File: config.mk
export PLATFORM = sky130hd
export DESIGN_NAME = serial_line_editor_core
export DESIGN_NICKNAME = d
export VERILOG_FILES = /design/src/rtl/sle_pkg.sv /design/src/rtl/serial_line_editor_core.sv
export SDC_FILE = /design/constraint.sdc
export NUM_CORES = 1
export LEC_CHECK = 0
export CORE_MARGIN = 5
export CORE_UTILIZATION = 40
export DETAILED_ROUTE_END_ITERATION = 8
export DONT_BUFFER_PORTS = 1
export PLACE_DENSITY = 0.62
export REMOVE_ABC_BUFFERS = 1
export SLEW_MARGIN = 20
export SYNTH_ARGS = -nofsm -noshare
export SYNTH_HDL_FRONTEND = slang
export SYNTH_SLANG_ARGS = --single-unit
File: constraint.sdc
create_clock -name clk -period 4.6 [get_ports clk]
set_input_delay 0.69 -clock clk [delete_from_list [all_inputs] [get_ports clk]]
set_output_delay 0.69 -clock clk [all_outputs]
set_load 0.05 [all_outputs]
File: src/rtl/sle_pkg.sv
// Shared constants, result kinds and sequencer states for the serial line editor.
// No dependencies.
`timescale 1ns / 1ps

package sle_pkg;

  // Line store depth and derived widths
  localparam int LINE_DEPTH = 64;
  localparam int AW         = $clog2(LINE_DEPTH);      // store address
  localparam int CW         = $clog2(LINE_DEPTH + 1);  // count 0..LINE_DEPTH
  localparam int LIM_W      = 7;                       // read_limit field

  // Result kinds
  localparam logic [1:0] KIND_ECHO = 2'd0;
  localparam logic [1:0] KIND_LINE = 2'd1;
  localparam logic [1:0] KIND_NONE = 2'd2;

  // Input ops
  localparam logic OP_CHAR = 1'b0;
  localparam logic OP_READ = 1'b1;

  // Special characters
  localparam logic [7:0] CH_CTRL_C = 8'h03;
  localparam logic [7:0] CH_ESC    = 8'h1B;
  localparam logic [7:0] CH_BS     = 8'h7F;
  localparam logic [7:0] CH_CR     = 8'h0D;
  localparam logic [7:0] CH_LF     = 8'h0A;
  localparam logic [7:0] CH_NUL    = 8'h00;

  typedef enum logic [3:0] {
    ST_IDLE,
    ST_CHAR,
    ST_COPY_RD,
    ST_COPY_WR,
    ST_TERM,
    ST_EMIT_ONE,
    ST_RD_START,
    ST_RD_ISSUE,
    ST_RD_EMIT
  } state_t;

endpackage

File: src/rtl/serial_line_editor_core.sv
// Serial line editor: edit line assembly, line commit and line readout.
// A character beat passes ST_CHAR and ST_EMIT_ONE; a commit adds a ST_COPY_RD / ST_COPY_WR
// pair per byte and ST_TERM; a read passes ST_RD_START, then ST_RD_ISSUE and ST_RD_EMIT per byte.
// One beat in flight: no new beat is taken until the sequencer is back in ST_IDLE, and
// the emit states wait while out_ready holds a result back.
// Reset (rst_n, synchronous): counts to zero, output empty; stores uncleared, written first.
`timescale 1ns / 1ps

module serial_line_editor_core (
  input  logic       clk,
  input  logic       rst_n,
  // input channel
  input  logic       in_valid,
  output logic       in_ready,
  input  logic       in_op,
  input  logic [7:0] in_rx_char,
  input  logic [6:0] in_read_limit,
  // result channel
  output logic       out_valid,
  input  logic       out_ready,
  output logic [1:0] out_kind,
  output logic [7:0] out_data,
  output logic       out_last
);

  localparam int DEPTH = sle_pkg::LINE_DEPTH;
  localparam int AW    = sle_pkg::AW;
  localparam int CW    = sle_pkg::CW;
  localparam int LW    = sle_pkg::LIM_W;

  // ---------------------------------------------------------------------------
  // Control state
  // ---------------------------------------------------------------------------
  sle_pkg::state_t state_r, state_nxt;

  logic [CW-1:0] edit_cnt_r, edit_cnt_nxt;   // characters held in edit line
  logic [CW-1:0] line_len_r, line_len_nxt;   // committed length incl. terminator
  logic [CW-1:0] idx_r,      idx_nxt;        // walk index for copy / read
  logic [CW-1:0] n_r,        n_nxt;          // walk length

  // Latched input beat
  logic [7:0]    ch_r;
  logic [LW-1:0] lim_r;

  // Pending single result (echo or "no line")
  logic [1:0] pend_kind_r, pend_kind_nxt;
  logic [7:0] pend_data_r, pend_data_nxt;

  // Output register
  logic       out_valid_r;
  logic [1:0] out_kind_r;
  logic [7:0] out_data_r;
  logic       out_last_r;
  logic       out_load;
  logic [1:0] load_kind;
  logic [7:0] load_data;
  logic       load_last;
  logic       slot_free;

  // ---------------------------------------------------------------------------
  // Stores: one write port, one registered read port each
  // ---------------------------------------------------------------------------
  logic [7:0]    edit_mem [DEPTH];
  logic [7:0]    line_mem [DEPTH];

  logic          edit_we, line_we;
  logic [AW-1:0] edit_waddr, line_waddr;
  logic [7:0]    edit_wdata, line_wdata;
  logic          edit_re, line_re;
  logic [AW-1:0] edit_raddr, line_raddr;
  logic [7:0]    edit_rdata_r, line_rdata_r;

  always_ff @(posedge clk) begin
    if (edit_we) begin
      edit_mem[edit_waddr] <= edit_wdata;
    end
    if (edit_re) begin
      edit_rdata_r <= edit_mem[edit_raddr];
    end
  end

  always_ff @(posedge clk) begin
    if (line_we) begin
      line_mem[line_waddr] <= line_wdata;
    end
    if (line_re) begin
      line_rdata_r <= line_mem[line_raddr];
    end
  end

  // ---------------------------------------------------------------------------
  // Handshakes
  // ---------------------------------------------------------------------------
  // Input is taken whenever the sequencer is idle; a result may still sit in
  // the output register, the emit states wait for the slot instead.
  assign in_ready  = (state_r == sle_pkg::ST_IDLE);
  assign slot_free = !out_valid_r || out_ready;

  assign out_valid = out_valid_r;
  assign out_kind  = out_kind_r;
  assign out_data  = out_data_r;
  assign out_last  = out_last_r;

  // ---------------------------------------------------------------------------
  // Sequencer
  // ---------------------------------------------------------------------------
  always_ff @(posedge clk) begin
    if (!rst_n) begin
      state_r    <= sle_pkg::ST_IDLE;
      edit_cnt_r <= '0;
      line_len_r <= '0;
    end else begin
      state_r    <= state_nxt;
      edit_cnt_r <= edit_cnt_nxt;
      line_len_r <= line_len_nxt;
    end
  end

  always_ff @(posedge clk) begin
    idx_r       <= idx_nxt;
    n_r         <= n_nxt;
    pend_kind_r <= pend_kind_nxt;
    pend_data_r <= pend_data_nxt;
    if (in_valid && in_ready) begin
      ch_r  <= in_rx_char;
      lim_r <= in_read_limit;
    end
  end

  always_comb begin
    state_nxt     = state_r;
    edit_cnt_nxt  = edit_cnt_r;
    line_len_nxt  = line_len_r;
    idx_nxt       = idx_r;
    n_nxt         = n_r;
    pend_kind_nxt = pend_kind_r;
    pend_data_nxt = pend_data_r;

    edit_we    = 1'b0;
    edit_waddr = edit_cnt_r[AW-1:0];
    edit_wdata = ch_r;
    edit_re    = 1'b0;
    edit_raddr = idx_r[AW-1:0];
    line_we    = 1'b0;
    line_waddr = idx_r[AW-1:0];
    line_wdata = edit_rdata_r;
    line_re    = 1'b0;
    line_raddr = idx_r[AW-1:0];

    out_load  = 1'b0;
    load_kind = pend_kind_r;
    load_data = pend_data_r;
    load_last = 1'b1;

    case (state_r)
      sle_pkg::ST_IDLE: begin
        if (in_valid) begin
          state_nxt = (in_op == sle_pkg::OP_READ) ? sle_pkg::ST_RD_START
                                                   : sle_pkg::ST_CHAR;
        end
      end

      // Classify the character and update the edit line
      sle_pkg::ST_CHAR: begin
        pend_kind_nxt = sle_pkg::KIND_ECHO;
        pend_data_nxt = ch_r;
        state_nxt     = sle_pkg::ST_EMIT_ONE;
        if (ch_r inside {sle_pkg::CH_CTRL_C, sle_pkg::CH_ESC}) begin
          edit_cnt_nxt  = '0;
          pend_data_nxt = sle_pkg::CH_CR;
        end else if (ch_r == sle_pkg::CH_BS) begin
          if (edit_cnt_r != '0) begin
            edit_cnt_nxt = edit_cnt_r - 1'b1;
          end
        end else if (ch_r inside {sle_pkg::CH_CR, sle_pkg::CH_LF}) begin
          if (edit_cnt_r != '0) begin
            n_nxt     = edit_cnt_r;
            idx_nxt   = '0;
            state_nxt = sle_pkg::ST_COPY_RD;
          end
        end else if (edit_cnt_r < CW'(DEPTH)) begin
          edit_we      = 1'b1;
          edit_cnt_nxt = edit_cnt_r + 1'b1;
        end
      end

      // Commit: copy edit line into line store, one byte per ST_COPY_RD / ST_COPY_WR pair
      sle_pkg::ST_COPY_RD: begin
        edit_re   = 1'b1;
        state_nxt = sle_pkg::ST_COPY_WR;
      end

      sle_pkg::ST_COPY_WR: begin
        line_we = 1'b1;
        idx_nxt = idx_r + 1'b1;
        if (idx_r + 1'b1 == n_r) begin
          state_nxt = sle_pkg::ST_TERM;
        end else begin
          state_nxt = sle_pkg::ST_COPY_RD;
        end
      end

      // Zero terminator if the line is not full
      sle_pkg::ST_TERM: begin
        edit_cnt_nxt = '0;
        line_waddr   = n_r[AW-1:0];
        line_wdata   = sle_pkg::CH_NUL;
        if (n_r < CW'(DEPTH)) begin
          line_we      = 1'b1;
          line_len_nxt = n_r + 1'b1;
        end else begin
          line_len_nxt = n_r;
        end
        state_nxt = sle_pkg::ST_EMIT_ONE;
      end

      // Single-beat result: echo or empty read
      sle_pkg::ST_EMIT_ONE: begin
        if (slot_free) begin
          out_load  = 1'b1;
          state_nxt = sle_pkg::ST_IDLE;
        end
      end

      // Read: clamp to read_limit, then stream the line
      sle_pkg::ST_RD_START: begin
        line_len_nxt = '0;
        idx_nxt      = '0;
        if (lim_r < LW'(line_len_r)) begin
          n_nxt = CW'(lim_r);
        end else begin
          n_nxt = line_len_r;
        end
        if (lim_r == '0 || line_len_r == '0) begin
          pend_kind_nxt = sle_pkg::KIND_NONE;
          pend_data_nxt = '0;
          state_nxt     = sle_pkg::ST_EMIT_ONE;
        end else begin
          state_nxt = sle_pkg::ST_RD_ISSUE;
        end
      end

      sle_pkg::ST_RD_ISSUE: begin
        line_re   = 1'b1;
        state_nxt = sle_pkg::ST_RD_EMIT;
      end

      sle_pkg::ST_RD_EMIT: begin
        load_kind = sle_pkg::KIND_LINE;
        load_data = line_rdata_r;
        load_last = (idx_r + 1'b1 == n_r);
        if (slot_free) begin
          out_load  = 1'b1;
          idx_nxt   = idx_r + 1'b1;
          state_nxt = load_last ? sle_pkg::ST_IDLE : sle_pkg::ST_RD_ISSUE;
        end
      end

      default: begin
        state_nxt = sle_pkg::ST_IDLE;
      end
    endcase
  end

  // ---------------------------------------------------------------------------
  // Output register
  // ---------------------------------------------------------------------------
  always_ff @(posedge clk) begin
    if (!rst_n) begin
      out_valid_r <= 1'b0;
    end else if (out_load) begin
      out_valid_r <= 1'b1;
    end else if (out_ready) begin
      out_valid_r <= 1'b0;
    end
  end

  always_ff @(posedge clk) begin
    if (out_load) begin
      out_kind_r <= load_kind;
      out_data_r <= load_data;
      out_last_r <= load_last;
    end
  end

  // ---------------------------------------------------------------------------
  // Assertions
  // ---------------------------------------------------------------------------
  a_edit_cnt_range: assert property (@(posedge clk) disable iff (!rst_n)
    edit_cnt_r <= CW'(DEPTH))
    else $error("edit count beyond line depth");

  a_line_len_range: assert property (@(posedge clk) disable iff (!rst_n)
    line_len_r <= CW'(DEPTH))
    else $error("line length beyond line depth");

  a_read_clears_line: assert property (@(posedge clk) disable iff (!rst_n)
    (in_valid && in_ready && in_op == sle_pkg::OP_READ) |=> ##1 (line_len_r == '0))
    else $error("read did not clear committed line");

  a_load_needs_slot: assert property (@(posedge clk) disable iff (!rst_n)
    out_load |-> slot_free)
    else $error("result loaded over an untaken beat");

endmodule

# ---- Yosys cells after proc, flatten, opt, wreduce, memory -nomap -nowiden
# Memory sizes are Yosys's and may differ from the RTL's. A register that Yosys moved wholly into a read port is not among the register bits.
# Index checks and enable logic that the tools add are counted.
dict set report word_totals {
  regBits 69
  ramBits 1024
  in_bits 20
  word_cells 125
  memories 2
}
# name words width rd rd_ports_with_merged_regs wr line_no
set mem_list {}
lappend mem_list {edit_mem 64 8 1 1 1 serial_line_editor_core.sv:63} ;# logic [7:0] edit_mem [DEPTH];
lappend mem_list {line_mem 64 8 1 1 1 serial_line_editor_core.sv:64} ;# logic [7:0] line_mem [DEPTH];
dict set report op_classes {
  add_sub_neg 4
  order_cmp 3
  n_eq_ne 25
  muxes 57
  n_reduce_logical 21
}
# op n
set op_table {}
lappend op_table {{7-bit 2-to-1 mux} 16}
lappend op_table {{7-bit case mux with 2 select lines} 3}
lappend op_table {{4-bit case mux with 9 select lines} 1}
lappend op_table {{8-bit 2-to-1 mux} 4}
lappend op_table {{7-bit case mux with 4 select lines} 1}
lappend op_table {{7-bit by 1-bit adder with 7-bit output (second input constant)} 3}
lappend op_table {{3-bit 2-to-1 mux} 7}
lappend op_table {{4-bit by 3-bit equality test with 1-bit output (second input constant)} 4}
lappend op_table {{8-bit by 4-bit equality test with 1-bit output (second input constant)} 2}
lappend op_table {{1-bit 2-to-1 mux} 16}
lappend op_table {{2-bit != test (second input constant)} 8}
lappend op_table {{8-bit case mux with 2 select lines} 1}
lappend op_table {{7-bit zero test} 2}
lappend op_table {{7-bit less-than comparator (second input constant)} 2}
lappend op_table {{4-bit 2-to-1 mux} 3}
lappend op_table {{4-bit != test (second input constant)} 3}
lappend op_table {{2-bit nonzero test} 6}
lappend op_table {{4-bit by 2-bit equality test with 1-bit output (second input constant)} 2}
lappend op_table {{8-bit by 2-bit equality test with 1-bit output (second input constant)} 1}
lappend op_table {{8-bit by 5-bit equality test with 1-bit output (second input constant)} 1}
lappend op_table {{8-bit by 7-bit equality test with 1-bit output (second input constant)} 1}
lappend op_table {{7-bit equality test} 1}
lappend op_table {{7-bit less-than comparator} 1}
lappend op_table {{7-bit nonzero test} 1}
lappend op_table {{other kinds (18)} 20}

# ---- Logic depth before layout (Yosys ltp)
# Gate-level depths: netlist of the first run.
dict set report logic_depth {
  ltp_word 8
  ltp_mapped 10
  depth_no_buf 9
}

# ---- Worst setup path after synthesis of the first run
# No wires, ideal clock.
dict set report synth_timing {
  path_kind {flip-flop to flip-flop}
  start {register ch_r[0]}
  end {register edit_cnt_r[6]}
  setup_time_ns 0.086
  t_arrival_ns 3.656
  required_ns 4.514
  path_slack_ns 0.859
  stages_incl_launch_ff 10
  n_path_buf 0
  path_cell_list {edfxtp_1 -> nand3b_1 -> nor3_1 -> ha_1 -> a211oi_1 -> o21bai_1 -> a21oi_1 -> xor2_1 -> o21ba_2 -> a211oi_1}
}
dict set report synth_between {
  elab_chain_len 4
  elab_cells_between_ends 14
  classes_between {8 x eq/ne; 3 x mux; 3 x reduce/logical}
}
# item line_no
set synth_rtl {}
lappend synth_rtl {{start: declaration} serial_line_editor_core.sv:42} ;# logic [7:0] ch_r;
lappend synth_rtl {{start signal: assignment} serial_line_editor_core.sv:125} ;# ch_r <= in_rx_char;
lappend synth_rtl {{8-bit by 2-bit equality test with 1-bit output, or another cell as far along} serial_line_editor_core.sv:168} ;# if (ch_r inside {sle_pkg::CH_CTRL_C, sle_pkg::CH_ESC}) begin
lappend synth_rtl {{2-bit nonzero test, or another cell as far along} serial_line_editor_core.sv:168}
lappend synth_rtl {{4-bit != test (no source line) or 7-bit 2-to-1 mux (tied branches)} --}
lappend synth_rtl {{4-bit AND reduction (no source line) or 7-bit case mux with 2 select lines (tied branches)} --}
lappend synth_rtl {{end signal: assignment} serial_line_editor_core.sv:114} ;# edit_cnt_r <= edit_cnt_nxt;
lappend synth_rtl {{end: declaration} serial_line_editor_core.sv:36} ;# logic [CW-1:0] edit_cnt_r, edit_cnt_nxt;
# Parallel ways exist; a longest one is shown, timed or not.
# A chain may end at the register's enable or synchronous reset.

# ---- Worst setup path in the final report of the first run
dict set report layout_timing {
  start {register state_r[0]}
  end {memory edit_mem[54][2] (enable)}
}
dict set report layout_between {
  elab_chain_len 4
}
# item line_no
set layout_rtl {}
lappend layout_rtl {{start: declaration} serial_line_editor_core.sv:34} ;# sle_pkg::state_t state_r, state_nxt;
lappend layout_rtl {{start signal: assignment} serial_line_editor_core.sv:109} ;# state_r <= sle_pkg::ST_IDLE;
lappend layout_rtl {{start signal: assignment} serial_line_editor_core.sv:113} ;# state_r <= state_nxt;
lappend layout_rtl {{4-bit by 1-bit equality test with 1-bit output} serial_line_editor_core.sv:155} ;# case (state_r)
lappend layout_rtl {{1-bit 2-to-1 mux} serial_line_editor_core.sv:155}
lappend layout_rtl {{1-bit 2-to-1 mux} serial_line_editor_core.sv:74} ;# if (edit_we) begin
lappend layout_rtl {{1-bit 2-to-1 mux (implied by the code)} serial_line_editor_core.sv:75} ;# edit_mem[edit_waddr] <= edit_wdata;
lappend layout_rtl {{end: declaration} serial_line_editor_core.sv:63}
# Every way passes these cells.

==> metrics.md, run 1 <==
| Metric | Value |
|---|---|
| Area grow syn2layout | 12.0% |
| TritonCTS clock tree | yes |
| Routability Congestion | 0.791 |
| Period utilisation layout | 0.813 |
| Number of port buffers | 0 |
| Synth unique cells | 59 |
| Core Box Area | 109000 µm² |
| Initial antenna violation count | 1 |
| Status | finished, final reports clean |
| Hold Startpoint | in_rx_char[4] |
| HPWL after DPL | 59.7 mm |
| Cell Pwr Density | 500 nW/µm² |
| Setup slack at placement | 0.938 ns |
| Post-route cell area | 49100 µm² |
| Post-route setup slack | 0.859 ns |
| Pint | 0.0183 W |
| Pin slew with the least headroom to its limit | 0.932 ns |
| CP arrival | 4.03 ns |
| Synth warnings | 0 |
| Die Span Y | 341 µm |
| Core Rows | 121 |
| Via count | 21.0k |
| Class of the worst hold path | in2reg |
| Max Cap Viol | 0 |
| RSZ-0062 raised after global routing | no |
| Fin. Hold Viols | 0 |
| Vias in the first global route | 21.4k |
| Post-Route WL | 98.8 mm |
| DP Area | 45700 µm² |
| Headroom to the max-slew limit | 0.379 |
| DRT iter0 DRCs | 2180 |
| Ys async rst share | 0 |
| Post-Syn Area | 43900 µm² |
| I/O pin count | 33 |
| Diode count | 0 |
| Switching part of the total power | 0.257 |
| Area contributors post-synth | edfxtp_1 (75%), mux4_2 (15%), nor2_1 (1.5%) |
| Clock group share of total power | 0.355 |
| Clk sinks | 1108 |
| Primary FF master, synth | edfxtp_1 |
| Most frequent cells in the layout | edfxtp_1 (1089), mux4_2 (288), nor2_1 (180) |
| Pre-Repair DR Iteration Count | 7 |
| Clk Latency, worst-skew pair | 0.68 ns |
| CP Capture Type | flip-flop |
| VDD IR max | 0.349 mV |
| Min Tclk post-route | 3.74 ns |
| Clock Root Buffer | clkbuf_16 |
| F_max | 267 MHz |
| Mean area per synthesized cell | 20.4 µm² |
| Synth top area share | 0.745 |
| Residual DRC | 0 |
| CTS H-tree depth | 3 |
| CTS Hold Bufs | 0 |
| Post-CTS setup buffer count | 0 |
| Per-cell routed wire length | 26.8 µm |
| Post-cts sizing count | 0 |
| Critical Path RT | 4.89 ns |
| Share of cells above drive strength 1 | 0.236 |
| Via density | 5.69 |
| CTS Buf Count | 106 |
| Largest net degree at the start of global routing | 132 |
| Setup violators final | 0 |
| Lkg Pwr | 15.1 nW |
| Crit path kind | reg2reg |
| Global-route wire length before repair | 146 mm |
| Initial Util | 0.403 |
| Clock skew | 0.0261 ns |
| Die X | 341 µm |
| CP Launch Type | flip-flop |
| Die area | 116000 µm² |
| Commonest non-fill, non-tap cell in the layout | edfxtp_1 |
| Fill count | 8948 |
| Flop pwr share | 0.502 |
| Antenna-violating nets left | 0 |
| Worst reg2reg path startpoint | state_r[0] |
| Leading area contributor after synthesis | edfxtp_1 |
| Post-synth EDFFs | 1089 |
| CP Max Fanout | 15 |
| Slew Limit Fails | 0 |
| Sw power | 0.00632 W |
| Post-synthesis sequential area ratio | 0.754 |
| Total grt overflow | 0 |
| All-Layer GR Usage | 0.168 |
| Crit. Startpoint | state_r[0] |
| Synth Register Bits | 1108 |
| Comb pwr share | 0.144 |
| Clk buf depth | 3 |
| Reg clk slew, reported paths | 0.06 ns |
| Final #Nets | 2222 |
| Syn Inst Count | 2146 |
[worst max-delay path, cell delays in order (launching register included)]
cell	delay, ns
dfxtp_1	0.66
nand2b_1	0.18
or3_1	0.51
nor3_2	0.24
o211a_1	0.23
nand3_1	0.65
nor2_1	0.86
[layout make-up]
type / count / area, µm² / share of cell area
sequential: 1108 / 33100 / 0.673
tap: 1414 / 1770 / 0.0360
multi-input combinational: 912 / 10300 / 0.210
clock buffer: 125 / 2720 / 0.0554
inverter: 13 / 48.8 / 0.000993
clock inverter: 70 / 742 / 0.0151
timing repair buffer: 47 / 465 / 0.00947
[sequential cells by signal (all words and copies together) (netlist names), 2 cells and up]
name	cells
state_r	4
out_kind	2
edit_cnt_r	7
lim_r	7
line_rdata_r	8
n_r	7
idx_r	7
pend_data_r	8
ch_r	8
out_data	8
line_mem	512
edit_rdata_r	8
edit_mem	512
line_len_r	7
[synth_stat cells (all sizes together) (4+ instances only)]
cell	number
buf	64
mux4	288
a22oi	23
inv	13
or2	6
mux2i	14
mux2	23
and3	5
o22ai	30
and2	6
xnor3	4
o21a	6
a31oi	5
clkbuf	49
ha	13
o221ai	4
xor2	4
nand2	65
a21o	7
or3	6
or3b	4
edfxtp	1089
a21oi	16
nand2b	11
nor3	24
nand4	5
nand3b	9
xnor2	13
nor2b	34
a211oi	20
nor2	180
dfxtp	19
nand3	13
o21ai	45
[power by group through the flow]
stage / Clock [W] / Combinational [W] / Sequential (W)
after floorplan: 0 / 0.00210 / 0.0129
after global placement: 0 / 0.00352 / 0.0125
after detailed placement: 0 / 0.00359 / 0.0125
after CTS: 0.00886 / 0.00359 / 0.0123
after global routing: 0.00931 / 0.00378 / 0.0123
final: 0.00872 / 0.00354 / 0.0123
[cells by family after synthesis]
group / after synthesis / share of synthesized area
DFF: 1108 / 0.754
and+or+nand+nor: 382 / 0.0413
muxes: 325 / 0.157
AOI/OAI and AO/OA: 170 / 0.0256
buffers and inverters: 126 / 0.0126
xor gates and xnor gates: 21 / 0.00545
adders and majority gates: 14 / 0.00416
[through the flow]
stage / instances / hold slack [ns] / util / power [W] / TNS [ns]
after CTS: 3689 / 0.0648 / 0.452 / 0.0248 / 0
final: 3689 / 0.111 / 0.452 / 0.0246 / 0
after global routing: 3689 / 0.0782 / 0.452 / 0.0254 / 0
after global placement: 3494 / 0.522 / 0.420 / 0.0161 / 0
after floorplan: 2033 / 0.462 / - / 0.0150 / -3847.01
after detailed placement: 3494 / 0.522 / 0.420 / 0.0161 / 0
[metal layers]
layer  track usage  up-vias  routed length [µm]
met2         0.271      852               48100
met1         0.233    11029               40700
met4        0.0483        0                2940
met5             0        -                   0
met3        0.0354      169                7030
li1              -     8950                   -
[path summary, 6_finish.rpt]
path | end | slack, ns | cells past startpoint
worst max-delay path | edit_mem[54][2] | 0.86 | 6
worst min-delay path | ch_r[4] | 0.11 | 0
worst max register to register | edit_mem[54][2] | 0.86 | 6
worst min register to register | line_len_r[6] | 0.53 | 2
(Power assumes the default switching activity.)
==> run 2: changes to the inputs <==
PLACE_DENSITY = 0.64   (was 0.62)
clock period = 3 ns   (was 4.6 ns; I/O delays follow)
==> run 2 against run 1 <==
Compared with the run above:
- total power rose by 51%
- sequential power rose by 54%
- utilization rose by 1.4 points
- clock skew fell by 0.0034 ns
- register-to-register slack got worse by 0.72 ns
- largest cell class unchanged
==> metrics.md, run 2 (synthesis gave the netlist of run 1 again) <==
| Metric | Value |
|---|---|
| Status | finished, final reports clean |
| Commonest non-fill, non-tap cell in the layout | edfxtp_1 |
| Headroom to the max-slew limit | 0.416 |
| Clock skew | 0.0228 ns |
| Initial Util | 0.403 |
| Clk buf depth | 3 |
| Min Tclk post-route | 2.86 ns |
| Period utilisation layout | 0.953 |
| F_max | 350 MHz |
| Via count | 21.9k |
| Post-route insts no fill | 3888 |
| Reg2Reg Setup Slack | 0.14 ns |
| Class of the worst hold path | in2reg |
| Share of cells above drive strength 1 | 0.294 |
| Area grow syn2layout | 15.5% |
| CP Launch Type | flip-flop |
| All-Layer GR Usage | 0.172 |
| Pwr Total | 0.0371 W |
| Fin. Hold Viols | 0 |
| Final Core Density | 0.466 |
| Placed cells | 3686 |
| Die Span Y | 341 µm |
| Most frequent cells in the layout | edfxtp_1 (1089), mux4_2 (288), buf_4 (216) |
| Post-route cell area | 50700 µm² |
| Slew Limit Fails | 0 |
| Antenna-violating nets left | 0 |
| CP Capture Type | flip-flop |
| VDD IR max | 0.508 mV |
| Pre-Repair DR Iteration Count | 6 |
| Largest net degree at the start of global routing | 66 |
| Per-cell routed wire length | 26.1 µm |
| CP arrival | 3.22 ns |
| Initial antenna violation count | 2 |
| Residual DRC | 0 |
| CTS Buf Count | 100 |
| Core Rows | 121 |
| Vias in the first global route | 22.1k |
| DRT iter0 DRCs | 2353 |
| Max Cap Viol | 0 |
| Die area | 116000 µm² |
| Critical Path RT | 3.37 ns |
| Global-route wire length before repair | 150 mm |
| HPWL after DPL | 63.2 mm |
| Pin slew with the least headroom to its limit | 0.873 ns |
| Clk sinks | 1108 |
| Number of port buffers | 0 |
| Die X | 341 µm |
| Reg clk slew, reported paths | 0.06 ns |
| Clock Root Buffer | clkbuf_16 |
| I/O pin count | 33 |
| Core Box Area | 109000 µm² |
| CTS H-tree depth | 3 |
| Routability Congestion | 0.813 |
| Clk Latency, worst-skew pair | 0.67 ns |
| Setup violators final | 0 |
| DP Area | 47300 µm² |
| RSZ-0062 raised after global routing | no |
| Via density | 5.64 |
| Cell Pwr Density | 732 nW/µm² |
| TritonCTS clock tree | yes |
| Lkg Pwr | 16.1 nW |
| Total grt overflow | 0 |
| Post-Route WL | 102 mm |
| Final #Nets | 2426 |
| Crit path kind | reg2reg |
| Top Registers | edit_mem: 512 flops, line_mem: 512 flops |
| CP Max Fanout | 12 |
## run 2: cell types whose count changed in the layout (fill, tap and decap cells not counted), sizes merged
| cell | previous run | this run |
|---|---|---|
| buf | 47 | 240 |
| dlygate4sd3 | 0 | 17 |
| bufinv | 14 | 8 |
| clkinv | 44 | 42 |
| inv | 20 | 18 |
| clkbuf | 125 | 124 |
| clkinvlp | 5 | 4 |
| diode | 0 | 1 |
## run 2: report_power, final
group | internal, W | total, W | switching [W]
sequential | 0.0186 | 0.0189 | 0.000278
clock | 0.00698 | 0.0125 | 0.00549
combinational | 0.00198 | 0.00576 | 0.00379
total | 0.0275 | 0.0371 | 0.00955
## run 2: worst paths after layout
| check | startpoint | endpoint | cells past startpoint |
|---|---|---|---|
| max | state_r[3] | line_mem[52][0] | 7 |
| min | out_ready | out_valid | 3 |
| max reg2reg | state_r[3] | line_mem[52][0] | 7 |
| min reg2reg | pend_kind_r[1] | out_kind[1] | 1 |
## run 2: through the flow
step / hold WS (ns) / setup WS (ns) / setup TNS, ns
after CTS: 0.0204 / 0.0365 / 0
after global routing: 0.101 / 0.0120 / 0
final: 0.0611 / 0.142 / 0
after detailed placement: 0.524 / 0.00737 / 0
after global placement: 0.500 / 0.0229 / 0
after floorplan: 0.462 / -9.00 / -4726.17
## run 2: cell type report
type / count / area (µm²)
Multi-Input combinational cell: 912 / 10300
Timing Repair Buffer: 257 / 2290
Inverter: 13 / 48.8
Tap cell: 1414 / 1770
Clock buffer: 124 / 2660
Antenna cell: 1 / 2.50
Sequential cell: 1108 / 33100
Clock inverter: 59 / 518
Fill cell: 8902 / 58200
## run 2: routing by layer
layer / track usage / vias up / routed length, µm / part of all wire
met5: 0 / - / 0 / 0
met4: 0.0475 / 0 / 2780 / 0.027
met3: 0.0341 / 162 / 7800 / 0.077
met2: 0.279 / 945 / 49700 / 0.49
met1: 0.241 / 11479 / 41300 / 0.41
li1: - / 9335 / - / -
## run 2: repair_timing
| item | 4_1_cts | 5_1_grt |
|---|---|---|
| hold buffers | 17 | 0 |
| setup endpoints to repair | 16 | 121 |
| gates resized for setup | 1 | 3 |
| setup buffers | 0 | 1 |
| endpoints found under the hold margin | 19 | 0 |
| pin swaps | 0 | 0 |
## run 2: worst max-delay path, stage by stage (launching register included)
cell and delay, ns:
dfxtp_1 0.30, buf_4 0.17, nor4b_4 0.56, mux2i_1 0.38
nor2b_1 0.35, nand2_2 0.35, nor2_1 0.24, buf_4 0.20
